[config.mk]
export PLATFORM = sky130hd
export DESIGN_NAME = adaptive_adpcm_encode_reconstruct_unit_flat
export DESIGN_NICKNAME = d
export VERILOG_FILES = /design/src/aaer_pkg.sv /design/src/aaer_if.sv /design/src/aaer_cfg.sv /design/src/aaer_quant.sv /design/src/adaptive_adpcm_encode_reconstruct_unit.sv /design/src/flat_wrapper.sv
export VERILOG_INCLUDE_DIRS = /design/src /design/src/src
export SDC_FILE = /design/constraint.sdc
export NUM_CORES = 1
export LEC_CHECK = 0
export BUFFER_PORTS_ARGS = -buffer_cell sky130_fd_sc_hd__buf_2
export CORE_AREA = 2 2 158 191
export DETAILED_ROUTE_END_ITERATION = 10
export DIE_AREA = 0 0 160 193
export PLACE_DENSITY = 0.82
export RECOVER_POWER = 50
export SETUP_SLACK_MARGIN = 0.15
export SYNTH_ARGS = -nofsm -noshare
export SYNTH_HDL_FRONTEND = slang
export SYNTH_SLANG_ARGS = --single-unit
[constraint.sdc]
create_clock -name clk_i -period 12.05 [get_ports clk_i]
set_clock_uncertainty 0.1 [all_clocks]
set_input_delay 0.6025 -clock clk_i [delete_from_list [all_inputs] [get_ports clk_i]]
set_output_delay 0.6025 -clock clk_i [all_outputs]
set_load 0.02 [all_outputs]
[src/assert_macros.svh]
// Concurrent assertion helpers for the RTL.
`ifndef ASSERT_MACROS_SVH
`define ASSERT_MACROS_SVH
`ifndef SYNTHESIS
`define AAER_ASSERT(lbl, clk, rstn, prop) \
  lbl: assert property (@(posedge clk) disable iff (!rstn) (prop)) \
    else $error("assertion failed");
`define AAER_ASSERT_NEVER(lbl, clk, rstn, expr) \
  lbl: assert property (@(posedge clk) disable iff (!rstn) !(expr)) \
    else $error("forbidden condition");
`else
`define AAER_ASSERT(lbl, clk, rstn, prop)
`define AAER_ASSERT_NEVER(lbl, clk, rstn, expr)
`endif
`endif

[src/aaer_pkg.sv]
package aaer_pkg;

  localparam int unsigned PCM_W       = 16;
  localparam int unsigned STEP_W      = 15;
  localparam int unsigned SCALE_W     = 10;
  localparam int unsigned NUM_SCALES  = 8;
  localparam int unsigned SCALE_IDX_W = 3;
  localparam int unsigned CFG_IDX_W   = 4;
  localparam int unsigned CODE_W      = 4;
  localparam int unsigned NUM_W       = 19;
  localparam int unsigned QUO_W       = 4;
  localparam int unsigned PROD_W      = STEP_W + SCALE_W;

  localparam int unsigned MIN_STEP_DEF = 127;
  localparam int unsigned MAX_STEP_DEF = 24576;

  localparam logic [SCALE_W-1:0] SCALE_RST [NUM_SCALES] = '{
    10'd230, 10'd230, 10'd230, 10'd230, 10'd307, 10'd409, 10'd512, 10'd614
  };

  typedef struct packed {
    logic             done;
    logic [QUO_W-1:0] quo;
  } quant_rsp_t;

endpackage

[src/aaer_if.sv]
interface aaer_in_if;
  logic                               valid;
  logic                               ready;
  logic signed [aaer_pkg::PCM_W-1:0]  pcm_in;
  logic                               restart;

  modport source (output valid, output pcm_in, output restart, input ready);
  modport sink (input valid, input pcm_in, input restart, output ready);
endinterface

interface aaer_out_if;
  logic                               valid;
  logic                               ready;
  logic        [aaer_pkg::CODE_W-1:0] code;
  logic signed [aaer_pkg::PCM_W-1:0]  pcm_out;

  modport source (output valid, output code, output pcm_out, input ready);
  modport sink (input valid, input code, input pcm_out, output ready);
endinterface

[src/aaer_cfg.sv]
module aaer_cfg (
  input  logic                             clk_i,
  input  logic                             rst_ni,
  input  logic                             we_i,
  input  logic [aaer_pkg::CFG_IDX_W-1:0]   idx_i,
  input  logic [aaer_pkg::SCALE_W-1:0]     wdata_i,
  input  logic [aaer_pkg::SCALE_IDX_W-1:0] rd_idx_i,
  output logic [aaer_pkg::SCALE_W-1:0]     rd_data_o
);
  import aaer_pkg::*;

  logic [SCALE_W-1:0] scale_q [NUM_SCALES];

  always_ff @(posedge clk_i or negedge rst_ni) begin
    if (!rst_ni) begin
      scale_q <= SCALE_RST;
    end else if (we_i && (idx_i < CFG_IDX_W'(NUM_SCALES))) begin
      scale_q[idx_i[SCALE_IDX_W-1:0]] <= wdata_i;
    end
  end

  assign rd_data_o = scale_q[rd_idx_i];

endmodule

[src/aaer_quant.sv]
module aaer_quant (
  input  logic                         clk_i,
  input  logic                         rst_ni,
  input  logic                         start_i,
  input  logic [aaer_pkg::NUM_W-1:0]   num_i,
  input  logic [aaer_pkg::STEP_W-1:0]  den_i,
  output aaer_pkg::quant_rsp_t         rsp_o
);
  import aaer_pkg::*;

  // compare-subtract per cycle; first pass checks for quotient >= 16
  logic               busy_q, busy_d;
  logic               done_q, done_d;
  logic [2:0]         k_q, k_d;
  logic [NUM_W-1:0]   rem_q, rem_d;
  logic [STEP_W-1:0]  den_q, den_d;
  logic [QUO_W-1:0]   quo_q, quo_d;
  logic [NUM_W:0]     trial;
  logic               ge;

  assign trial = {{(NUM_W + 1 - STEP_W){1'b0}}, den_q} << k_q;
  assign ge    = {1'b0, rem_q} >= trial;

  always_comb begin
    busy_d = busy_q;
    done_d = 1'b0;
    k_d    = k_q;
    rem_d  = rem_q;
    den_d  = den_q;
    quo_d  = quo_q;
    if (start_i) begin
      busy_d = 1'b1;
      k_d    = 3'd4;
      rem_d  = num_i;
      den_d  = den_i;
      quo_d  = '0;
    end else if (busy_q) begin
      if (k_q == 3'd4) begin
        if (ge) begin
          quo_d  = '1;
          busy_d = 1'b0;
          done_d = 1'b1;
        end else begin
          k_d = 3'd3;
        end
      end else begin
        if (ge) begin
          rem_d               = rem_q - trial[NUM_W-1:0];
          quo_d[k_q[1:0]]     = 1'b1;
        end
        if (k_q == 3'd0) begin
          busy_d = 1'b0;
          done_d = 1'b1;
        end else begin
          k_d = k_q - 3'd1;
        end
      end
    end
  end

  always_ff @(posedge clk_i or negedge rst_ni) begin
    if (!rst_ni) begin
      busy_q <= 1'b0;
      done_q <= 1'b0;
      k_q    <= '0;
    end else begin
      busy_q <= busy_d;
      done_q <= done_d;
      k_q    <= k_d;
    end
  end

  always_ff @(posedge clk_i) begin
    rem_q <= rem_d;
    den_q <= den_d;
    quo_q <= quo_d;
  end

  assign rsp_o.done = done_q;
  assign rsp_o.quo  = quo_q;

endmodule

[src/adaptive_adpcm_encode_reconstruct_unit.sv]
// Flow: a setup step on the input beat, the quantizer compare/subtract passes,
// 2 passes through the shared step multiplier, then prediction and step update;
// the quantizer stops after its first pass when the quotient reaches 16.
// One sample in flight: input is ready only in idle; a result waits on output stall.
// The next sample is accepted while a finished result waits on the output.
// Reset (async, active low): prediction 0, step at the minimum, scales to defaults.
`include "assert_macros.svh"

module adaptive_adpcm_encode_reconstruct_unit #(
  parameter int unsigned MIN_STEP = aaer_pkg::MIN_STEP_DEF,
  parameter int unsigned MAX_STEP = aaer_pkg::MAX_STEP_DEF
) (
  input  logic                           clk_i,
  input  logic                           rst_ni,
  input  logic                           cfg_we_i,
  input  logic [aaer_pkg::CFG_IDX_W-1:0] cfg_idx_i,
  input  logic [aaer_pkg::SCALE_W-1:0]   cfg_wdata_i,
  aaer_in_if.sink                        in_i,
  aaer_out_if.source                     out_o
);
  import aaer_pkg::*;

  localparam logic [STEP_W-1:0] MIN_S = STEP_W'(MIN_STEP);
  localparam logic [STEP_W-1:0] MAX_S = STEP_W'(MAX_STEP);
  localparam logic [STEP_W-1:0] RST_S = (MIN_S > MAX_S) ? MAX_S : MIN_S;

  typedef enum logic [5:0] {
    ST_IDLE = 6'b000001,
    ST_DIV  = 6'b000010,
    ST_AMT  = 6'b000100,
    ST_REC  = 6'b001000,
    ST_STP  = 6'b010000,
    ST_DONE = 6'b100000
  } state_e;

  state_e                    state_q, state_d;
  logic signed [PCM_W-1:0]   pred_q, pred_d;
  logic [STEP_W-1:0]         step_q, step_d;
  logic                      sign_q, sign_d;
  logic [2:0]                mag_q, mag_d;
  logic [PROD_W-1:0]         prod_q, prod_d;
  logic                      out_valid_q, out_valid_d;
  logic [CODE_W-1:0]         out_code_q, out_code_d;
  logic signed [PCM_W-1:0]   out_pcm_q, out_pcm_d;

  logic                      accept;
  logic                      done_go;
  logic [PCM_W-1:0]          pred_base;
  logic [STEP_W-1:0]         step_base;
  logic [PCM_W:0]            diff;
  logic [PCM_W:0]            diff_neg;
  logic [PCM_W-1:0]          mag;
  logic [NUM_W-1:0]          num;
  quant_rsp_t                qrsp;
  logic [2:0]                m_new;
  logic [QUO_W-1:0]          quo_m1;
  logic [SCALE_W-1:0]        scale_rd;
  logic [SCALE_W-1:0]        mul_b;
  logic [PROD_W-1:0]         mul_p;
  logic [PCM_W-1:0]          amount;
  logic [PCM_W+1:0]          rec;
  logic [PCM_W:0]            s_raw;
  logic [PCM_W:0]            s_lo;

  assign accept  = in_i.valid && in_i.ready;
  assign done_go = (state_q == ST_DONE) && (!out_valid_q || out_o.ready);
  assign in_i.ready = (state_q == ST_IDLE);

  assign pred_base = in_i.restart ? '0 : pred_q;
  assign step_base = in_i.restart ? RST_S : step_q;
  assign diff      = {in_i.pcm_in[PCM_W-1], in_i.pcm_in} - {pred_base[PCM_W-1], pred_base};
  assign diff_neg  = '0 - diff;
  assign mag       = diff[PCM_W] ? diff_neg[PCM_W-1:0] : diff[PCM_W-1:0];
  assign num       = {mag, 3'b000};

  aaer_quant u_quant (
    .clk_i   (clk_i),
    .rst_ni  (rst_ni),
    .start_i (accept),
    .num_i   (num),
    .den_i   (step_base),
    .rsp_o   (qrsp)
  );

  aaer_cfg u_cfg (
    .clk_i     (clk_i),
    .rst_ni    (rst_ni),
    .we_i      (cfg_we_i),
    .idx_i     (cfg_idx_i),
    .wdata_i   (cfg_wdata_i),
    .rd_idx_i  (mag_q),
    .rd_data_o (scale_rd)
  );

  assign quo_m1 = qrsp.quo - QUO_W'(1);
  assign m_new  = (qrsp.quo == '0) ? 3'd0 : quo_m1[3:1];

  // shared multiplier: step*(2m+1) first, then step*scale[m]
  assign mul_b = (state_q == ST_AMT) ? {{(SCALE_W - 4){1'b0}}, mag_q, 1'b1} : scale_rd;
  assign mul_p = PROD_W'(step_q) * PROD_W'(mul_b);

  assign amount = prod_q[PCM_W+2:3];
  assign rec    = sign_q ? ({{2{pred_q[PCM_W-1]}}, pred_q} - {2'b00, amount})
                         : ({{2{pred_q[PCM_W-1]}}, pred_q} + {2'b00, amount});

  assign s_raw = prod_q[PROD_W-1:8];
  assign s_lo  = (s_raw < (PCM_W+1)'(MIN_S)) ? (PCM_W+1)'(MIN_S) : s_raw;

  always_comb begin
    state_d     = state_q;
    pred_d      = pred_q;
    step_d      = step_q;
    sign_d      = sign_q;
    mag_d       = mag_q;
    prod_d      = prod_q;
    out_valid_d = out_valid_q;
    out_code_d  = out_code_q;
    out_pcm_d   = out_pcm_q;
    if (out_valid_q && out_o.ready) begin
      out_valid_d = 1'b0;
    end
    unique case (state_q)
      ST_IDLE: begin
        if (accept) begin
          pred_d  = pred_base;
          step_d  = step_base;
          sign_d  = diff[PCM_W];
          state_d = ST_DIV;
        end
      end
      ST_DIV: begin
        if (qrsp.done) begin
          mag_d   = m_new;
          state_d = ST_AMT;
        end
      end
      ST_AMT: begin
        prod_d  = mul_p;
        state_d = ST_REC;
      end
      ST_REC: begin
        priority if (rec[PCM_W+1] && (rec[PCM_W:PCM_W-1] != 2'b11)) begin
          pred_d = {1'b1, {(PCM_W - 1){1'b0}}};
        end else if (!rec[PCM_W+1] && (rec[PCM_W:PCM_W-1] != 2'b00)) begin
          pred_d = {1'b0, {(PCM_W - 1){1'b1}}};
        end else begin
          pred_d = rec[PCM_W-1:0];
        end
        prod_d  = mul_p;
        state_d = ST_STP;
      end
      ST_STP: begin
        step_d  = (s_lo > (PCM_W+1)'(MAX_S)) ? MAX_S : s_lo[STEP_W-1:0];
        state_d = ST_DONE;
      end
      ST_DONE: begin
        if (done_go) begin
          out_valid_d = 1'b1;
          out_code_d  = {sign_q, mag_q};
          out_pcm_d   = pred_q;
          state_d     = ST_IDLE;
        end
      end
      default: state_d = ST_IDLE;
    endcase
  end

  always_ff @(posedge clk_i or negedge rst_ni) begin
    if (!rst_ni) begin
      state_q     <= ST_IDLE;
      pred_q      <= '0;
      step_q      <= RST_S;
      out_valid_q <= 1'b0;
    end else begin
      state_q     <= state_d;
      pred_q      <= pred_d;
      step_q      <= step_d;
      out_valid_q <= out_valid_d;
    end
  end

  always_ff @(posedge clk_i) begin
    sign_q     <= sign_d;
    mag_q      <= mag_d;
    prod_q     <= prod_d;
    out_code_q <= out_code_d;
    out_pcm_q  <= out_pcm_d;
  end

  assign out_o.valid   = out_valid_q;
  assign out_o.code    = out_code_q;
  assign out_o.pcm_out = out_pcm_q;

  `AAER_ASSERT(a_step_range, clk_i, rst_ni, (step_q >= RST_S) && (step_q <= MAX_S))
  `AAER_ASSERT_NEVER(a_quant_done_state, clk_i, rst_ni, qrsp.done && (state_q != ST_DIV))
  `AAER_ASSERT(a_done_to_out, clk_i, rst_ni, done_go |=> (out_valid_q && (state_q == ST_IDLE)))

endmodule

[src/flat_wrapper.sv]
// flat-port wrapper written by rule: the top's interface ports become plain ports
module adaptive_adpcm_encode_reconstruct_unit_flat import aaer_pkg::*;
#(
  parameter int unsigned MIN_STEP = aaer_pkg::MIN_STEP_DEF,
  parameter int unsigned MAX_STEP = aaer_pkg::MAX_STEP_DEF
)
  (clk_i, rst_ni, cfg_we_i, cfg_idx_i, cfg_wdata_i, in_i_valid, in_i_pcm_in, in_i_restart, in_i_ready, out_o_valid, out_o_code, out_o_pcm_out, out_o_ready);
  aaer_in_if in_i_i ();
  aaer_out_if out_o_i ();
  input  logic clk_i;
  input  logic rst_ni;
  input  logic cfg_we_i;
  input  logic [aaer_pkg::CFG_IDX_W-1:0] cfg_idx_i;
  input  logic [aaer_pkg::SCALE_W-1:0] cfg_wdata_i;
  input wire logic [$bits(in_i_i.valid)-1:0] in_i_valid;
  input wire logic [$bits(in_i_i.pcm_in)-1:0] in_i_pcm_in;
  input wire logic [$bits(in_i_i.restart)-1:0] in_i_restart;
  output wire logic [$bits(in_i_i.ready)-1:0] in_i_ready;
  output wire logic [$bits(out_o_i.valid)-1:0] out_o_valid;
  output wire logic [$bits(out_o_i.code)-1:0] out_o_code;
  output wire logic [$bits(out_o_i.pcm_out)-1:0] out_o_pcm_out;
  input wire logic [$bits(out_o_i.ready)-1:0] out_o_ready;
  assign in_i_i.valid = in_i_valid;
  assign in_i_i.pcm_in = in_i_pcm_in;
  assign in_i_i.restart = in_i_restart;
  assign in_i_ready = in_i_i.ready;
  assign out_o_valid = out_o_i.valid;
  assign out_o_code = out_o_i.code;
  assign out_o_pcm_out = out_o_i.pcm_out;
  assign out_o_i.ready = out_o_ready;
  adaptive_adpcm_encode_reconstruct_unit #(.MIN_STEP(MIN_STEP), .MAX_STEP(MAX_STEP)) u_core (.clk_i(clk_i), .rst_ni(rst_ni), .cfg_we_i(cfg_we_i), .cfg_idx_i(cfg_idx_i), .cfg_wdata_i(cfg_wdata_i), .in_i(in_i_i), .out_o(out_o_i));
endmodule
---- Word level (Yosys, flattened, before mapping) ----
Cells that the tools add are included.
word-level totals
  flip-flop bits (word level) ............. 210
  input bits .............................. 36
  output and inout port bits .............. 22
  logic and storage cells ................. 139
cells by class
  add/sub/neg operators ................... 7
  multiply operators ...................... 1
  magnitude comparators ................... 9
  equal/unequal tests ..................... 14
  shift-type cells ........................ 1
  multiplexer cells ....................... 50
  bitwise gates (word level) .............. 4
  reductions and logical operators ........ 29
operator list
  kind                                                                               count
  80-bit bitwise mux                                                                 1
  16-bit 2-to-1 mux                                                                  5
  19-bit 2-to-1 mux                                                                  4
  15-bit 2-to-1 mux                                                                  3
  10-bit 2-to-1 mux                                                                  4
  6-bit one-hot mux with 6 select lines                                              1
  16-bit one-hot mux with 2 select lines                                             1
  10-bit binary-select mux with 3-bit select                                         1
  10-bit demux with 3-bit select                                                     1
  15-bit one-hot mux with 2 select lines                                             1
  15-bit by 10-bit multiplier with 25-bit output                                     1
  19-bit by 20-bit >= comparator with 1-bit output                                   1
  15-bit by 3-bit << shifter with 20-bit output                                      1
  19-bit subtractor                                                                  1
  16-bit by 17-bit adder with 18-bit output                                          1
  18-bit 2-to-1 mux                                                                  1
  6-bit 2-to-1 mux                                                                   3
  16-bit by 17-bit subtractor with 18-bit output                                     1
  17-bit by 15-bit greater-than comparator with 1-bit output, second input constant  1
  17-bit by 7-bit < comparator with 1-bit output, second input constant              1
  17-bit 2-to-1 mux                                                                  1
  16-bit by 16-bit subtractor with 17-bit output                                     1
  1-bit by 16-bit subtractor with 16-bit output, first input constant                1
  3-bit 2-to-1 mux                                                                   5
  32 further kinds                                                                   73

---- Logic depth before layout (Yosys ltp) ----
  word-level depth ........................ 7
  gate-level depth with buffers ........... 28
  mapped depth without buffers ............ 27

---- Modules after synthesis ----
From an unflattened synthesis, not the netlist that was laid out.
unflattened totals
  cell total of the unflattened synthesis .. 1739
  area, all modules ....................... 17727.0 µm²
modules (own cells, without submodules)
  module                                  times used  cells an instance  area each (µm²)  seq. area each (µm²)
  adaptive_adpcm_encode_reconstruct_unit  1           1160               10593.9          2342.2
  aaer_cfg                                1           213                3732.3           2047.0
  aaer_quant                              1           366                3400.8           1226.2

---- Worst setup path after synthesis ----
Ideal clock, no wire load.
  kind .................................... reg-to-reg
  from .................................... register u_core.mag_q[0]
  to ...................................... register u_core.prod_q[24] (data pin)
  setup time .............................. 260 ps
  data arrival time ....................... 6469 ps
  required time ........................... 11690 ps
  setup slack ............................. 5221 ps
  cell stages (with the launch flop) ...... 27
  buffers on the path ..................... 2
  clock period less this slack ............ 6829 ps
  cell sequence ........................... edfxtp_1 > buf_2 > buf_2 > mux4_2 > mux2i_1 > nor2_1 > and2_1 > fa_1 > fa_1 > inv_1 > fa_1 > inv_1 > fa_1 > inv_1 > fa_1 > inv_1 > ha_1 > a21o_1 > nor3b_1 > nor2_1 > nand2_1 > o2111ai_1 > a21oi_1 > o31ai_1 > a221o_1 > a21oi_1 > xnor2_1
between the ends
  longest elaborated chain between the ends .. 6
RTL lines
  what                                                    RTL line                                       source
  from (decl)                                             adaptive_adpcm_encode_reconstruct_unit.sv:40   logic [2:0] mag_q, mag_d;
  from (signal assigned)                                  adaptive_adpcm_encode_reconstruct_unit.sv:184  mag_q <= mag_d;
  3-bit inverter with 4-bit output (not written as such)  aaer_cfg.sv:22                                 assign rd_data_o = scale_q[rd_idx_i];
  10-bit binary-select mux with 3-bit select              aaer_cfg.sv:22
  10-bit 2-to-1 mux (not written as such) (2 in a row)    aaer_cfg.sv:22
  10-bit 2-to-1 mux (*)                                   adaptive_adpcm_encode_reconstruct_unit.sv:99   assign mul_b = (state_q == ST_AMT) ? {{(SCALE_W - 4){1'b0}}, mag_q, 1'b1} : scale_rd;
  15-bit by 10-bit multiplier with 25-bit output (*)      adaptive_adpcm_encode_reconstruct_unit.sv:100  assign mul_p = PROD_W'(step_q) * PROD_W'(mul_b);
  via u_core.mul_p[24]                                    adaptive_adpcm_encode_reconstruct_unit.sv:59   logic [PROD_W-1:0] mul_p;
  to (signal assigned)                                    adaptive_adpcm_encode_reconstruct_unit.sv:185  prod_q <= prod_d;
  to (decl)                                               adaptive_adpcm_encode_reconstruct_unit.sv:41   logic [PROD_W-1:0] prod_q, prod_d;
The timed path passes the listed nets; every way through them passes the cells marked *. The select of a mux whose other input is x is not followed.
A chain may end at the register's enable or synchronous reset.

---- Worst setup path in the final report ----
Same ends and word-level chain as after synthesis.

==> run_results.csv <==
group,metric,value,unit
outcome,outcome,"complete, but fails checks",
outcome,violations,"max-capacitance violations, max-slew violations",
cts,cts_tree,"done",
floorplan,io_pins,58,
sta,max_freq,0.1190,GHz
floorplan,core_area,29180,um2
final_layout,multiInputGateArea,10450,um2
yosys,ys_seq_area_frac,0.3317,
critical_path,crit_top_cell,"fa_1",
job,maxCapViolations,3,
final_layout,fillCellCount,2318,
yosys,synth_xor_area_frac,0.04473,
critical_path,start_kind,"flop",
sta,holdWs,0.2853,ns
cts,clk-insertion-delay-late,0.53,ns
critical_path,critical_path_buf_inv_count,4,
yosys,synth_compound_area_frac,0.1136,
placement,portBuffers,57,
sta,period_share,0.6972,
yosys,synth_most_common_cell,"nand2_1",
final_layout,area_growth,7.571,%
route,vias,12400,
cts,clk_pin_slew,0.06,ns
floorplan,die-area,30880,um2
yosys,synth_cell_types,79,
global_route,grt_use_total,0.2538,
sta,period_needed,8.401,ns
final_layout,num_antenna_cells,0,
floorplan,die_h,193,um
yosys,synth_top_area_frac,0.1373,
global_route,antenna_found_initial,1,
global_route,grt_pass1_wl,63270,um
critical_path,worstSetupEndpointType,"flop",
yosys,synth_edf_count,77,
floorplan,start_util,0.5771,
placement,gp_congestion,0.9497,
sta,slew_violations,151,
yosys,async_flop_share,0.5942,
yosys,yosys.area_share.simple,0.1438,
critical_path,cp_slowest_cell,"clkbuf_1",
cts,cts_setup_buffers,0,
critical_path,required,12.22,ns
placement,dp_slack,4.587,ns
yosys,synth_mux_area_frac,0.1047,
final_layout,final_nets,1933,
yosys,synth_top_family_by_area,"adder cells",
sta,report.final.hold_viol_count,0,
global_route,grt_pass1_vias,12900,
critical_path,slowest_delay,1.31,ns
sta,relSlewSlack,-1.345,
placement,dp.final_hpwl,29050,um
yosys,synth.area.top_cells,"edfxtp_1, fa_1, dfrtp_1",
critical_path,cp_cell_sequence,"clkbuf_1 > mux4_2 > mux2i_1 > nor2_1 > nand2_1 > fa_1 > fa_1 > inv_1 > fa_1 > fa_1 > inv_1 > fa_1 > inv_1 > ha_1 > nor2_1 > nor2_1 > nand2_1 > o2111ai_1 > a21oi_1 > o31ai_1 > a221o_1 > a21oi_1 > xnor2_1",
cts,cts_hold_buf,0,
sta,tightest_slew,3.518,ns
global_route,grt_max_degree,69,
sta,rsz0062_at_grt,"false",
floorplan,rows,69,
cts,cts-buffers-inserted,23,
cts,clock-sinks,207,
route,first_pass_iters,5,
critical_path,critPathArrivalTime,8.57,ns
route,wl_per_cell,18.54,um
route,detail_route.vias_per_cell,5.963,
route,drt_first_iter_violations,775,
sta,setup_tns,0,ns
yosys,syn_inst,1650,
sta,worst_slack,3.649,ns
route,routed_wirelength,38560,um
critical_path,path_delay_family,"adder cells",
final_layout,seqCellArea,5585,um2
yosys,avgSynthCellArea,10.21,um2
final_layout,layout-drive-gt1-share,0.1444,
critical_path,critPathKind,"flop to flop",
yosys,ys.flop_type,"dfrtp_1",
yosys,netlist_area,16840,um2
yosys,synth-seq-cells,207,
yosys,syn_nets,1910,
yosys,ys_top_cells_by_count,"nand2_1, inv_1, ha_1, fa_1, nor2_1",
cts,cts-root-buf,"clkbuf_16",
worst_hold_path,hp-class,"input port to flop",
route,ant_nets,0,
route,drc,0,
floorplan,chipWidth,160,um
cts,h-tree-depth,1,
sta,setup-violations-final,0,
cts,cts-resized-gates,0,
yosys,yosys.area.top_type,"edfxtp_1",
yosys,synth_adder_area_share,0.2132,
global_route,overflow,0,
critical_path,crit_fanout,24,
cts,clockBufferDepth,3,
yosys,ys.warnings.count,0,
==> metrics by stage <==
stage | instances | utilization | cell area, um2
2_1_floorplan | 1650 | - | 16840
3_5_place_dp | 2038 | 0.5969 | 17420
4_1_cts | 2080 | 0.6223 | 18160
6_report | 2080 | 0.6208 | 18110
3_3_place_gp | 2038 | 0.5969 | 17420
5_1_grt | 2080 | 0.6208 | 18110
==> worst min-delay path, delay by kind of cell <==
family,cells,cell delay (ns)
and+or+nand+nor,2,0.19
buffers and inverters,1,0.07
==> flip-flops by register name (all words and copies together), names as in the netlist <==
signal,cells
u_core.mag_q,3
u_core.out_o.code,4
u_core.out_o.pcm_out,16
u_core.out_o.valid,1
u_core.pred_q,16
u_core.prod_q,22
u_core.sign_q,1
u_core.state_q,6
u_core.step_q,15
u_core.u_cfg.scale_q,80
u_core.u_quant.busy_q,1
u_core.u_quant.den_q,15
u_core.u_quant.done_q,1
u_core.u_quant.k_q,3
u_core.u_quant.quo_q,4
u_core.u_quant.rem_q,19
==> cell families after synthesis <==
family                   Yosys count
AND/OR/NAND/NOR                  489
AO/OA/AOI/OAI                    294
adder cells (fa/ha/maj)          224
buffers and inverters            213
flip-flops                       207
multiplexers                     137
XOR/XNOR                          86
==> final timing paths <==
kind / endpoint / start / depth (start not counted) / slack [ns]
max in group asynchronous: u_core.pred_q[4] / rst_ni / 2 / 6.45
min reg2reg: u_core.u_quant.rem_q[0] / u_core.u_quant.rem_q[0] / 1 / 0.37
max reg2reg: u_core.prod_q[24] / u_core.mag_q[0] / 23 / 3.65
min: u_core.out_o.valid / out_o_ready / 3 / 0.29
max: u_core.prod_q[24] / u_core.mag_q[0] / 23 / 3.65
min in group asynchronous: u_core.u_cfg.scale_q[74] / rst_ni / 1 / 0.93
==> layout by cell type, fill, tap and decap left out, types with 58 or more instances in the layout <==
| cell | n |
|---|---|
| nand2_1 | 149 |
| fa_1 | 105 |
| o21ai_0 | 68 |
| dfrtp_1 | 79 |
| xnor2_1 | 58 |
| and2_1 | 78 |
| inv_1 | 143 |
| a21oi_1 | 80 |
| edfxtp_1 | 77 |
| ha_1 | 119 |
| mux2_2 | 83 |
| nor2_1 | 98 |
==> routing by layer <==
metal / wire (um) / global-route usage / vias to the layer above
met5: 0 / 0 / -
met4: 1970 / 0.1251 / 0
met3: 1773 / 0.02674 / 118
met2: 20040 / 0.4852 / 384
met1: 14780 / 0.2829 / 6134
li1: - / - / 5767
==> final cells by class <==
class / count / area share
well taps: 390 / 0.02694
multi-input cells: 1230 / 0.5766
repair buffers: 66 / 0.01720
clock buffers: 34 / 0.03751
flip-flops and latches: 207 / 0.3083
inverters: 145 / 0.03005
clock inverters: 8 / 0.003384
Power is not shown: default switching activity piles up to over one toggle a cycle in this logic, so the estimate is an artifact.
